===== src/rtl/core/bwlpd_pkg.sv =====
package bwlpd_pkg;

  localparam int MAX_WIDTH  = 1024;
  localparam int MAX_HEIGHT = 1024;

  localparam int COL_W = $clog2(MAX_WIDTH);
  localparam int ROW_W = $clog2(MAX_HEIGHT);

  // config register widths
  localparam int SIZE_W = 11;
  localparam int PAT_W  = 9;
  localparam int CFG_W  = SIZE_W;
  localparam int IDX_W  = 3;

  // wide enough for the raw size register and for either maximum
  localparam int DIM_A = (SIZE_W > $clog2(MAX_WIDTH + 1)) ? SIZE_W : $clog2(MAX_WIDTH + 1);
  localparam int DIM_W = (DIM_A > $clog2(MAX_HEIGHT + 1)) ? DIM_A : $clog2(MAX_HEIGHT + 1);

  localparam int PIX_W   = 32;
  localparam int COORD_W = 10;
  localparam int PIDX_W  = 2;
  localparam int NUM_PAT = 4;

  localparam logic [PIX_W-1:0] WHITE_PIXEL = 32'hFFFF_FFFF;

  localparam logic [DIM_W-1:0] WIDTH_RST  = DIM_W'(640);
  localparam logic [DIM_W-1:0] HEIGHT_RST = DIM_W'(480);

  localparam logic [PAT_W-1:0] PAT0_RST = 9'd56;
  localparam logic [PAT_W-1:0] PAT1_RST = 9'd146;
  localparam logic [PAT_W-1:0] PAT2_RST = 9'd273;
  localparam logic [PAT_W-1:0] PAT3_RST = 9'd84;

  // keeps columns 0 and 1 of each window row after the shift
  localparam logic [PAT_W-1:0] WIN_KEEP = 9'h0DB;

  // fifo depth for results: one in flight plus two waiting
  localparam int RES_DEPTH = 3;
  localparam int RES_CNT_W = 2;
  localparam int RES_PTR_W = 2;

  typedef struct packed {
    logic [COORD_W-1:0] center_x;
    logic [COORD_W-1:0] center_y;
    logic [PIDX_W-1:0]  pattern_index;
  } res_t;

  // line store entry: upper row bit, lower row bit
  typedef struct packed {
    logic upper;
    logic lower;
  } line_t;

endpackage


===== src/rtl/core/bwlpd_if.sv =====
interface bwlpd_pix_if;
  logic                  valid;
  logic                  ready;
  logic [31:0]           pixel_value;

  modport source (output valid, output pixel_value, input ready);
  modport sink (input valid, input pixel_value, output ready);
endinterface

interface bwlpd_res_if;
  logic                  valid;
  logic                  ready;
  logic [9:0]            center_x;
  logic [9:0]            center_y;
  logic [1:0]            pattern_index;

  modport source (output valid, output center_x, output center_y, output pattern_index,
                  input ready);
  modport sink (input valid, input center_x, input center_y, input pattern_index,
                output ready);
endinterface


===== src/rtl/core/bwlpd_ram.sv =====
module bwlpd_ram #(
  parameter int WIDTH = 2,
  parameter int DEPTH = 1024
) (
  input  logic                     clk,
  input  logic                     we,
  input  logic [$clog2(DEPTH)-1:0] waddr,
  input  logic [WIDTH-1:0]         wdata,
  input  logic                     re,
  input  logic [$clog2(DEPTH)-1:0] raddr,
  output logic [WIDTH-1:0]         rdata
);

  logic [WIDTH-1:0] mem [DEPTH];
  logic [WIDTH-1:0] rdata_r;

  always_ff @(posedge clk) begin
    if (we) begin
      mem[waddr] <= wdata;
    end
    if (re) begin
      rdata_r <= mem[raddr];
    end
  end

  assign rdata = rdata_r;

endmodule


===== src/rtl/core/bwlpd_result_fifo.sv =====
module bwlpd_result_fifo (
  input  logic                       clk,
  input  logic                       rst_n,
  input  logic                       push,
  input  bwlpd_pkg::res_t            push_data,
  output logic [bwlpd_pkg::RES_CNT_W-1:0] count,
  bwlpd_res_if.source                out_res
);
  import bwlpd_pkg::*;

  res_t                 slot_r [RES_DEPTH];
  logic [RES_PTR_W-1:0] wr_ptr_r, wr_ptr_nxt;
  logic [RES_PTR_W-1:0] rd_ptr_r, rd_ptr_nxt;
  logic [RES_CNT_W-1:0] count_r, count_nxt;
  logic                 pop;

  function automatic logic [RES_PTR_W-1:0] ptr_inc(input logic [RES_PTR_W-1:0] p);
    if (p == RES_PTR_W'(RES_DEPTH - 1)) begin
      ptr_inc = '0;
    end else begin
      ptr_inc = p + RES_PTR_W'(1);
    end
  endfunction

  assign pop = out_res.valid && out_res.ready;

  always_comb begin
    wr_ptr_nxt = push ? ptr_inc(wr_ptr_r) : wr_ptr_r;
    rd_ptr_nxt = pop ? ptr_inc(rd_ptr_r) : rd_ptr_r;
    count_nxt  = count_r + RES_CNT_W'(push) - RES_CNT_W'(pop);
  end

  always_ff @(posedge clk) begin
    if (!rst_n) begin
      wr_ptr_r <= '0;
      rd_ptr_r <= '0;
      count_r  <= '0;
    end else begin
      wr_ptr_r <= wr_ptr_nxt;
      rd_ptr_r <= rd_ptr_nxt;
      count_r  <= count_nxt;
    end
  end

  always_ff @(posedge clk) begin
    if (push) begin
      slot_r[wr_ptr_r] <= push_data;
    end
  end

  assign count                 = count_r;
  assign out_res.valid         = (count_r != '0);
  assign out_res.center_x      = slot_r[rd_ptr_r].center_x;
  assign out_res.center_y      = slot_r[rd_ptr_r].center_y;
  assign out_res.pattern_index = slot_r[rd_ptr_r].pattern_index;

endmodule


===== src/rtl/core/binary_window_line_pattern_detect.sv =====
// channel  | port     | dir | payload
// pixels   | in_pix   | in  | pixel_value[31:0]
// matches  | out_res  | out | center_x[9:0], center_y[9:0], pattern_index[1:0]
// config   | cfg_*    | in  | cfg_index[2:0], cfg_data[10:0]
//
// one pixel per cycle while in_pix.ready is high; matches are queued for out_res
// the line store ram is read on the pixel beat and written back the next cycle
// in_pix.ready drops only when the three-entry result queue could overflow
// synchronous reset, no clearing pass: line store entries are written before use
module binary_window_line_pattern_detect (
  input  logic                          clk,
  input  logic                          rst_n,
  bwlpd_pix_if.sink                     in_pix,
  bwlpd_res_if.source                   out_res,
  input  logic                          cfg_we,
  input  logic [bwlpd_pkg::IDX_W-1:0]   cfg_index,
  input  logic [bwlpd_pkg::CFG_W-1:0]   cfg_data
);
  import bwlpd_pkg::*;

  typedef enum logic [IDX_W-1:0] {
    REG_WIDTH  = 3'd0,
    REG_HEIGHT = 3'd1,
    REG_PAT0   = 3'd2,
    REG_PAT1   = 3'd3,
    REG_PAT2   = 3'd4,
    REG_PAT3   = 3'd5
  } reg_idx_t;

  logic [DIM_W-1:0] width_r, height_r;
  logic [PAT_W-1:0] pat_r [NUM_PAT];
  logic [DIM_W-1:0] cfg_dim;
  logic             size_wr;

  logic [COL_W-1:0] col_r, col_nxt;
  logic [ROW_W-1:0] row_r, row_nxt;
  logic [DIM_W-1:0] col_inc, row_inc;

  logic             s1_v_r;
  logic             s1_cur_r;
  logic [COL_W-1:0] s1_x_r;
  logic [ROW_W-1:0] s1_y_r;

  logic [PAT_W-1:0] win_r, win_nxt;
  line_t            rd_line, wr_line;

  logic             accept;
  logic             cur;
  logic             hit;
  logic [PIDX_W-1:0] hit_idx;
  res_t             res;
  logic [RES_CNT_W-1:0] res_count;

  function automatic logic [DIM_W-1:0] clamp_dim(input logic [DIM_W-1:0] v,
                                                 input logic [DIM_W-1:0] hi);
    if (v < DIM_W'(3)) begin
      clamp_dim = DIM_W'(3);
    end else if (v > hi) begin
      clamp_dim = hi;
    end else begin
      clamp_dim = v;
    end
  endfunction

  assign cfg_dim = DIM_W'(cfg_data);
  assign size_wr = cfg_we && (cfg_index == REG_WIDTH || cfg_index == REG_HEIGHT);

  // config registers: sizes are stored already clamped
  always_ff @(posedge clk) begin
    if (!rst_n) begin
      width_r  <= WIDTH_RST;
      height_r <= HEIGHT_RST;
      pat_r[0] <= PAT0_RST;
      pat_r[1] <= PAT1_RST;
      pat_r[2] <= PAT2_RST;
      pat_r[3] <= PAT3_RST;
    end else if (cfg_we) begin
      case (reg_idx_t'(cfg_index))
        REG_WIDTH:  width_r  <= clamp_dim(cfg_dim, DIM_W'(MAX_WIDTH));
        REG_HEIGHT: height_r <= clamp_dim(cfg_dim, DIM_W'(MAX_HEIGHT));
        REG_PAT0:   pat_r[0] <= cfg_data[PAT_W-1:0];
        REG_PAT1:   pat_r[1] <= cfg_data[PAT_W-1:0];
        REG_PAT2:   pat_r[2] <= cfg_data[PAT_W-1:0];
        REG_PAT3:   pat_r[3] <= cfg_data[PAT_W-1:0];
        default: ;
      endcase
    end
  end

  // room for the item in flight plus the one taken now
  assign in_pix.ready = (RES_CNT_W'(res_count) + RES_CNT_W'(s1_v_r)) <= RES_CNT_W'(RES_DEPTH - 1);
  assign accept       = in_pix.valid && in_pix.ready;
  assign cur          = (in_pix.pixel_value != WHITE_PIXEL);

  // raster position of the next pixel
  always_comb begin
    col_inc = DIM_W'(col_r) + DIM_W'(1);
    row_inc = DIM_W'(row_r) + DIM_W'(1);
    col_nxt = col_r;
    row_nxt = row_r;
    if (accept) begin
      if (col_inc >= width_r) begin
        col_nxt = '0;
        row_nxt = (row_inc >= height_r) ? '0 : row_inc[ROW_W-1:0];
      end else begin
        col_nxt = col_inc[COL_W-1:0];
      end
    end
  end

  always_ff @(posedge clk) begin
    if (!rst_n || size_wr) begin
      col_r <= '0;
      row_r <= '0;
    end else begin
      col_r <= col_nxt;
      row_r <= row_nxt;
    end
  end

  // stage 1 follows the ram read
  always_ff @(posedge clk) begin
    if (!rst_n) begin
      s1_v_r <= 1'b0;
    end else begin
      s1_v_r <= accept;
    end
  end

  always_ff @(posedge clk) begin
    if (accept) begin
      s1_cur_r <= cur;
      s1_x_r   <= col_r;
      s1_y_r   <= row_r;
    end
  end

  bwlpd_ram #(
    .WIDTH ($bits(line_t)),
    .DEPTH (MAX_WIDTH)
  ) u_line_ram (
    .clk   (clk),
    .we    (s1_v_r),
    .waddr (s1_x_r),
    .wdata (wr_line),
    .re    (accept),
    .raddr (col_r),
    .rdata (rd_line)
  );

  // the lower row moves up, the current pixel becomes the lower row
  assign wr_line.upper = rd_line.lower;
  assign wr_line.lower = s1_cur_r;

  assign win_nxt = ((win_r >> 1) & WIN_KEEP)
                 | (PAT_W'(rd_line.upper) << 2)
                 | (PAT_W'(rd_line.lower) << 5)
                 | (PAT_W'(s1_cur_r) << 8);

  always_ff @(posedge clk) begin
    if (!rst_n) begin
      win_r <= '0;
    end else if (s1_v_r) begin
      win_r <= win_nxt;
    end
  end

  // first template in order wins
  always_comb begin
    hit     = 1'b0;
    hit_idx = '0;
    for (int k = NUM_PAT - 1; k >= 0; k--) begin
      if (win_nxt == pat_r[k]) begin
        hit     = 1'b1;
        hit_idx = PIDX_W'(k);
      end
    end
  end

  assign res.center_x      = COORD_W'(s1_x_r - COL_W'(1));
  assign res.center_y      = COORD_W'(s1_y_r - ROW_W'(1));
  assign res.pattern_index = hit_idx;

  bwlpd_result_fifo u_res_fifo (
    .clk       (clk),
    .rst_n     (rst_n),
    .push      (s1_v_r && hit && (s1_x_r >= COL_W'(2)) && (s1_y_r >= ROW_W'(2))),
    .push_data (res),
    .count     (res_count),
    .out_res   (out_res)
  );

endmodule

===== src/flat_wrapper.sv =====
// flat-port wrapper written by rule: the top's interface ports become plain ports
module binary_window_line_pattern_detect_flat import bwlpd_pkg::*;
  (clk, rst_n, cfg_we, cfg_index, cfg_data, in_pix_valid, in_pix_pixel_value, in_pix_ready, out_res_valid, out_res_center_x, out_res_center_y, out_res_pattern_index, out_res_ready);
  bwlpd_pix_if in_pix_i ();
  bwlpd_res_if out_res_i ();
  input  logic clk;
  input  logic rst_n;
  input  logic cfg_we;
  input  logic [bwlpd_pkg::IDX_W-1:0] cfg_index;
  input  logic [bwlpd_pkg::CFG_W-1:0] cfg_data;
  input wire logic [$bits(in_pix_i.valid)-1:0] in_pix_valid;
  input wire logic [$bits(in_pix_i.pixel_value)-1:0] in_pix_pixel_value;
  output wire logic [$bits(in_pix_i.ready)-1:0] in_pix_ready;
  output wire logic [$bits(out_res_i.valid)-1:0] out_res_valid;
  output wire logic [$bits(out_res_i.center_x)-1:0] out_res_center_x;
  output wire logic [$bits(out_res_i.center_y)-1:0] out_res_center_y;
  output wire logic [$bits(out_res_i.pattern_index)-1:0] out_res_pattern_index;
  input wire logic [$bits(out_res_i.ready)-1:0] out_res_ready;
  assign in_pix_i.valid = in_pix_valid;
  assign in_pix_i.pixel_value = in_pix_pixel_value;
  assign in_pix_ready = in_pix_i.ready;
  assign out_res_valid = out_res_i.valid;
  assign out_res_center_x = out_res_i.center_x;
  assign out_res_center_y = out_res_i.center_y;
  assign out_res_pattern_index = out_res_i.pattern_index;
  assign out_res_i.ready = out_res_ready;
  binary_window_line_pattern_detect u_core (.clk(clk), .rst_n(rst_n), .in_pix(in_pix_i), .out_res(out_res_i), .cfg_we(cfg_we), .cfg_index(cfg_index), .cfg_data(cfg_data));
endmodule

===== config.mk =====
export PLATFORM = sky130hd
export DESIGN_NAME = binary_window_line_pattern_detect_flat
export DESIGN_NICKNAME = d
export VERILOG_FILES = /design/src/rtl/core/bwlpd_pkg.sv /design/src/rtl/core/bwlpd_if.sv /design/src/rtl/core/bwlpd_ram.sv /design/src/rtl/core/bwlpd_result_fifo.sv /design/src/rtl/core/binary_window_line_pattern_detect.sv /design/src/flat_wrapper.sv
export SDC_FILE = /design/constraint.sdc
export NUM_CORES = 2
export LEC_CHECK = 0
export BUFFER_PORTS_ARGS = -buffer_cell sky130_fd_sc_hd__clkbuf_2
export CAP_MARGIN = 20
export CORE_ASPECT_RATIO = 2
export CORE_MARGIN = 5
export CORE_UTILIZATION = 57
export DETAILED_ROUTE_END_ITERATION = 8
export PLACE_DENSITY = 0.76
export SLEW_MARGIN = 25
export SYNTH_ARGS = -nofsm -noshare
export SYNTH_HDL_FRONTEND = slang
export SYNTH_SLANG_ARGS = --single-unit

===== constraint.sdc =====
create_clock -name clk -period 14.4 [get_ports clk]
set_input_delay 0 -clock clk [delete_from_list [all_inputs] [get_ports clk]]
set_output_delay 0 -clock clk [all_outputs]
set_load 0.005 [all_outputs]

==> impl_metrics.toml <==
[run_status]
outcome = "finished clean"

[critical_path]
r2r-end = "u_core.u_line_ram.rdata[0]$_DFFE_PP_"
cp-start-kind = "register"
reg2reg_slack_ps = 8620
max_stage_delay_ps = 890
r2r-start = "u_core.col_r[0]$_SDFFE_PP0P_"
cp_slowest_cell = "dfxtp_4"
crit_path_end = "u_core.u_line_ram.rdata[0]$_DFFE_PP_"
crit_type = "reg2reg"
crit_start = "u_core.col_r[0]$_SDFFE_PP0P_"
crit_chain = "buf_4 > buf_4 > buf_12 > mux4_2 > nand2b_1 > a21oi_1 > nor4_1 > nor4_1 > and3_1 > o31ai_1 > a21oi_1 > a21oi_1"
required_ps = 14950
path_max_fanout = 83
arrival_ps = 6330
worstRegToRegCells = 12
end_kind = "register"
crit_top_cell = "a21oi_1"

[route]
drtIter0Drc = 7476
wl_per_cell_um = 32.5
wirelength_um = 251000
dr.pass1.iters = 5
via_per_inst = 6.72
drc = 0
num_vias = 52000
ant_nets = 0

[floorplanning]
fp.dieH_um = 580
row_count = 209
initial_utilization_pct = 57.2
dieArea_um2 = 171000
core_area_um2 = 162000
io-pin-count = 75
die_width_um = 295

[run]
maxCapViolations = 0

[clocking]
cts_tree = "yes"
clk_pin_slew_ps = 70
cts_buffers = 182
numClockSinks = 2230
ctsResizeCount = 0
cts_max_path_buffers = 4
ctsHtreeMaxLevel = 4
cts.root.buffer_cell = "clkbuf_16"
clock_latency_ps = 850
cts_setup_buffers = 0

[synthesis]
syn_area_um2 = 92600
yosysMostFrequentCell = "edfxtp_1"
netlist_instances = 5496
syn_avg_cell_area_um2 = 16.8
ys_ff_latch = 2230
synth_top_cells_by_area = "edfxtp_1, mux4_2, nor2_1"
yosys.area.top_type = "edfxtp_1"
synth_edf_count = 2173
async_flop_share_pct = 0
seq_area_frac_synth_pct = 71.7
yosysWarnings = 0
netlist-cell-type-count = 72
synth_top_area_share_pct = 70.5
dominantRegCellSynth = "edfxtp_1"
synth_top_cells_by_count = "edfxtp_1, nor2_1, mux4_2"
syn_nets = 5581

[sta]
period_needed_ps = 5780
slew_headroom_pct = 21.1
fin_crit_sh_pct = 40.1
setup_ws_ps = 8620
finalHoldViolCount = 0
fmax_mhz = 173
rsz0062_at_grt = "false"
drv_slew = 0
tightest_slew_ps = 1180
finalSetupViolCount = 0
skew_ps = 56.2

[global_route]
overflow = 0
antenna_found_initial = 9
grt_pass1_wl_um = 359000
grt_use_total_pct = 29.0
grt_max_degree = 274
grt_pass1_vias = 53300

[power_and_ir_drop]
clockPowerShare_pct = 37.4
p_seq_share_pct = 56.2
max-vdd-ir-drop_mv = 0.0871
switching_share_pct = 21.5
power.share.combinational_pct = 6.5
power_switching_mw = 2.73
p_leak_nw = 30.1
intPower_mw = 10.0
p_per_area_nw_per_um2 = 127

[layout]
drive_above_1_share_pct = 18.0
final_util_pct = 62.1
nNetsFinal = 5575
syn2layout_area_growth_pct = 8.56

[min_path]
hold_path_class = "in2reg"
hold_path_depth = 5

[place]
pre_cts_ws_ps = 8620
io_buffer_count = 74
dp_hpwl_um = 144000
place_congestion = 0.876
==> through the flow <==
step / cell area [um^2] / power [mW] / std cells / setup TNS, ps / hold WS [ps]
after CTS: 100000 / 12.8 / 7731 / 0 / 74.4
after detailed placement: 94500 / 8.11 / 7373 / 0 / 257
after global placement: 94400 / 8.10 / 7372 / 0 / 253
after global routing: 100000 / 13.1 / 7735 / 0 / 106
final: 101000 / 12.7 / 7739 / 0 / 106
after floorplan: 92600 / 8.00 / 5496 / -625420 / 153
==> critical path, delay by kind of cell (launching register included) <==
family,cells,cell delay [ps]
buffers and inverters,3,1970
and+or+nand+nor,4,1220
DFF,1,890
AOI/OAI and AO/OA,4,640
muxes,1,570
==> power groups by stage <==
stage | clock network [mW] | registers (mW) | logic (mW)
after CTS | 4.79 | 7.16 | 0.821
after global placement | 0 | 7.30 | 0.798
after global routing | 5.07 | 7.16 | 0.871
after detailed placement | 0 | 7.30 | 0.811
after floorplan | 0 | 7.40 | 0.596
final | 4.76 | 7.16 | 0.824
==> final cells by class <==
class                   count  area [um^2]
clock buffers             220         4720
fillers                 11000        61400
inverters                  47          181
diodes                      5         12.5
flip-flops and latches   2230        66400
multi-input cells        2793        23900
clock inverters            98          813
repair buffers            236         1860
well taps                2110         2640
==> worst min-delay path by stage <==
stage | start | to | slack [ps]
final | in_pix_pixel_value[12] | u_core.s1_cur_r$_DFFE_PP_ | 110
after detailed placement | in_pix_valid | u_core.s1_v_r$_SDFF_PN0_ | 260
after global placement | in_pix_valid | u_core.s1_v_r$_SDFF_PN0_ | 250
after global routing | cfg_data[1] | u_core.pat_r[0][19]$_SDFFCE_PN0P_ | 110
after floorplan | in_pix_valid | u_core.s1_v_r$_SDFF_PN0_ | 150
after CTS | cfg_data[1] | u_core.pat_r[0][19]$_SDFFCE_PN0P_ | 70
==> metal layers <==
layer	global-route usage [%]	share of wire, %	wire length, um	up-vias
met2	49.4	51	128000	3492
met1	32.9	30	75600	26300
met4	20.1	9.0	22600	2
li1	-	-	-	21200
met3	5.45	9.9	25000	1028
met5	0	0.0052	13	-
==> repair_timing <==
action / CTS / global route
endpoints found under the setup margin: 0 / 0
endpoints found under the hold margin: 119 / 0
hold buffers: 40 / 0
==> sequential cells by signal (all words and copies together), names as in the netlist, named ones only <==
| name | count |
|---|---|
| u_core.u_line_ram.mem | 2048 |
| u_core.u_res_fifo.slot_r | 66 |
| u_core.pat_r | 36 |
| u_core.height_r | 11 |
| u_core.width_r | 11 |
| u_core.col_r | 10 |
| u_core.row_r | 10 |
| u_core.s1_x_r | 10 |
| u_core.s1_y_r | 10 |
| u_core.win_r | 6 |
| u_core.u_line_ram.rdata | 2 |
| u_core.u_res_fifo.count | 2 |
| u_core.u_res_fifo.rd_ptr_r | 2 |
| u_core.u_res_fifo.wr_ptr_r | 2 |
| u_core.s1_cur_r | 1 |
| u_core.s1_v_r | 1 |
==> layout by cell type, fill, tap and decap left out, types with 19 or more instances in the layout <==
master,netlist,layout
a21oi_1,61,60
a221oi_1,59,59
a22o_1,22,22
a22oi_1,55,55
and2_1,28,27
and3_1,19,19
buf_4,18,108
clkbuf_1,240,36
clkbuf_16,0,182
clkbuf_2,0,74
clkinv_1,3,36
clkinv_2,0,28
dfxtp_1,57,48
dlygate4sd3_1,0,40
edfxtp_1,2173,2173
ha_1,34,34
inv_1,43,44
mux2i_1,187,187
mux4_1,28,28
mux4_2,454,454
nand2_1,235,187
nand2_2,0,48
nand3_1,54,46
nand4_1,25,25
nor2_1,1077,1071
nor2b_1,33,30
nor3_1,46,44
o21ai_0,84,82
xnor2_1,33,33
xor2_1,38,38
==> cells by family after synthesis <==
logic type | share of synthesized area, %
DFF | 71.7
and+or+nand+nor | 7.24
muxes | 14.0
buffers and inverters | 2.86
AOI/OAI and AO/OA | 3.06
xor gates and xnor gates | 0.672
adders and majority gates | 0.459
Note: power is estimated with default switching activity, not from simulation.
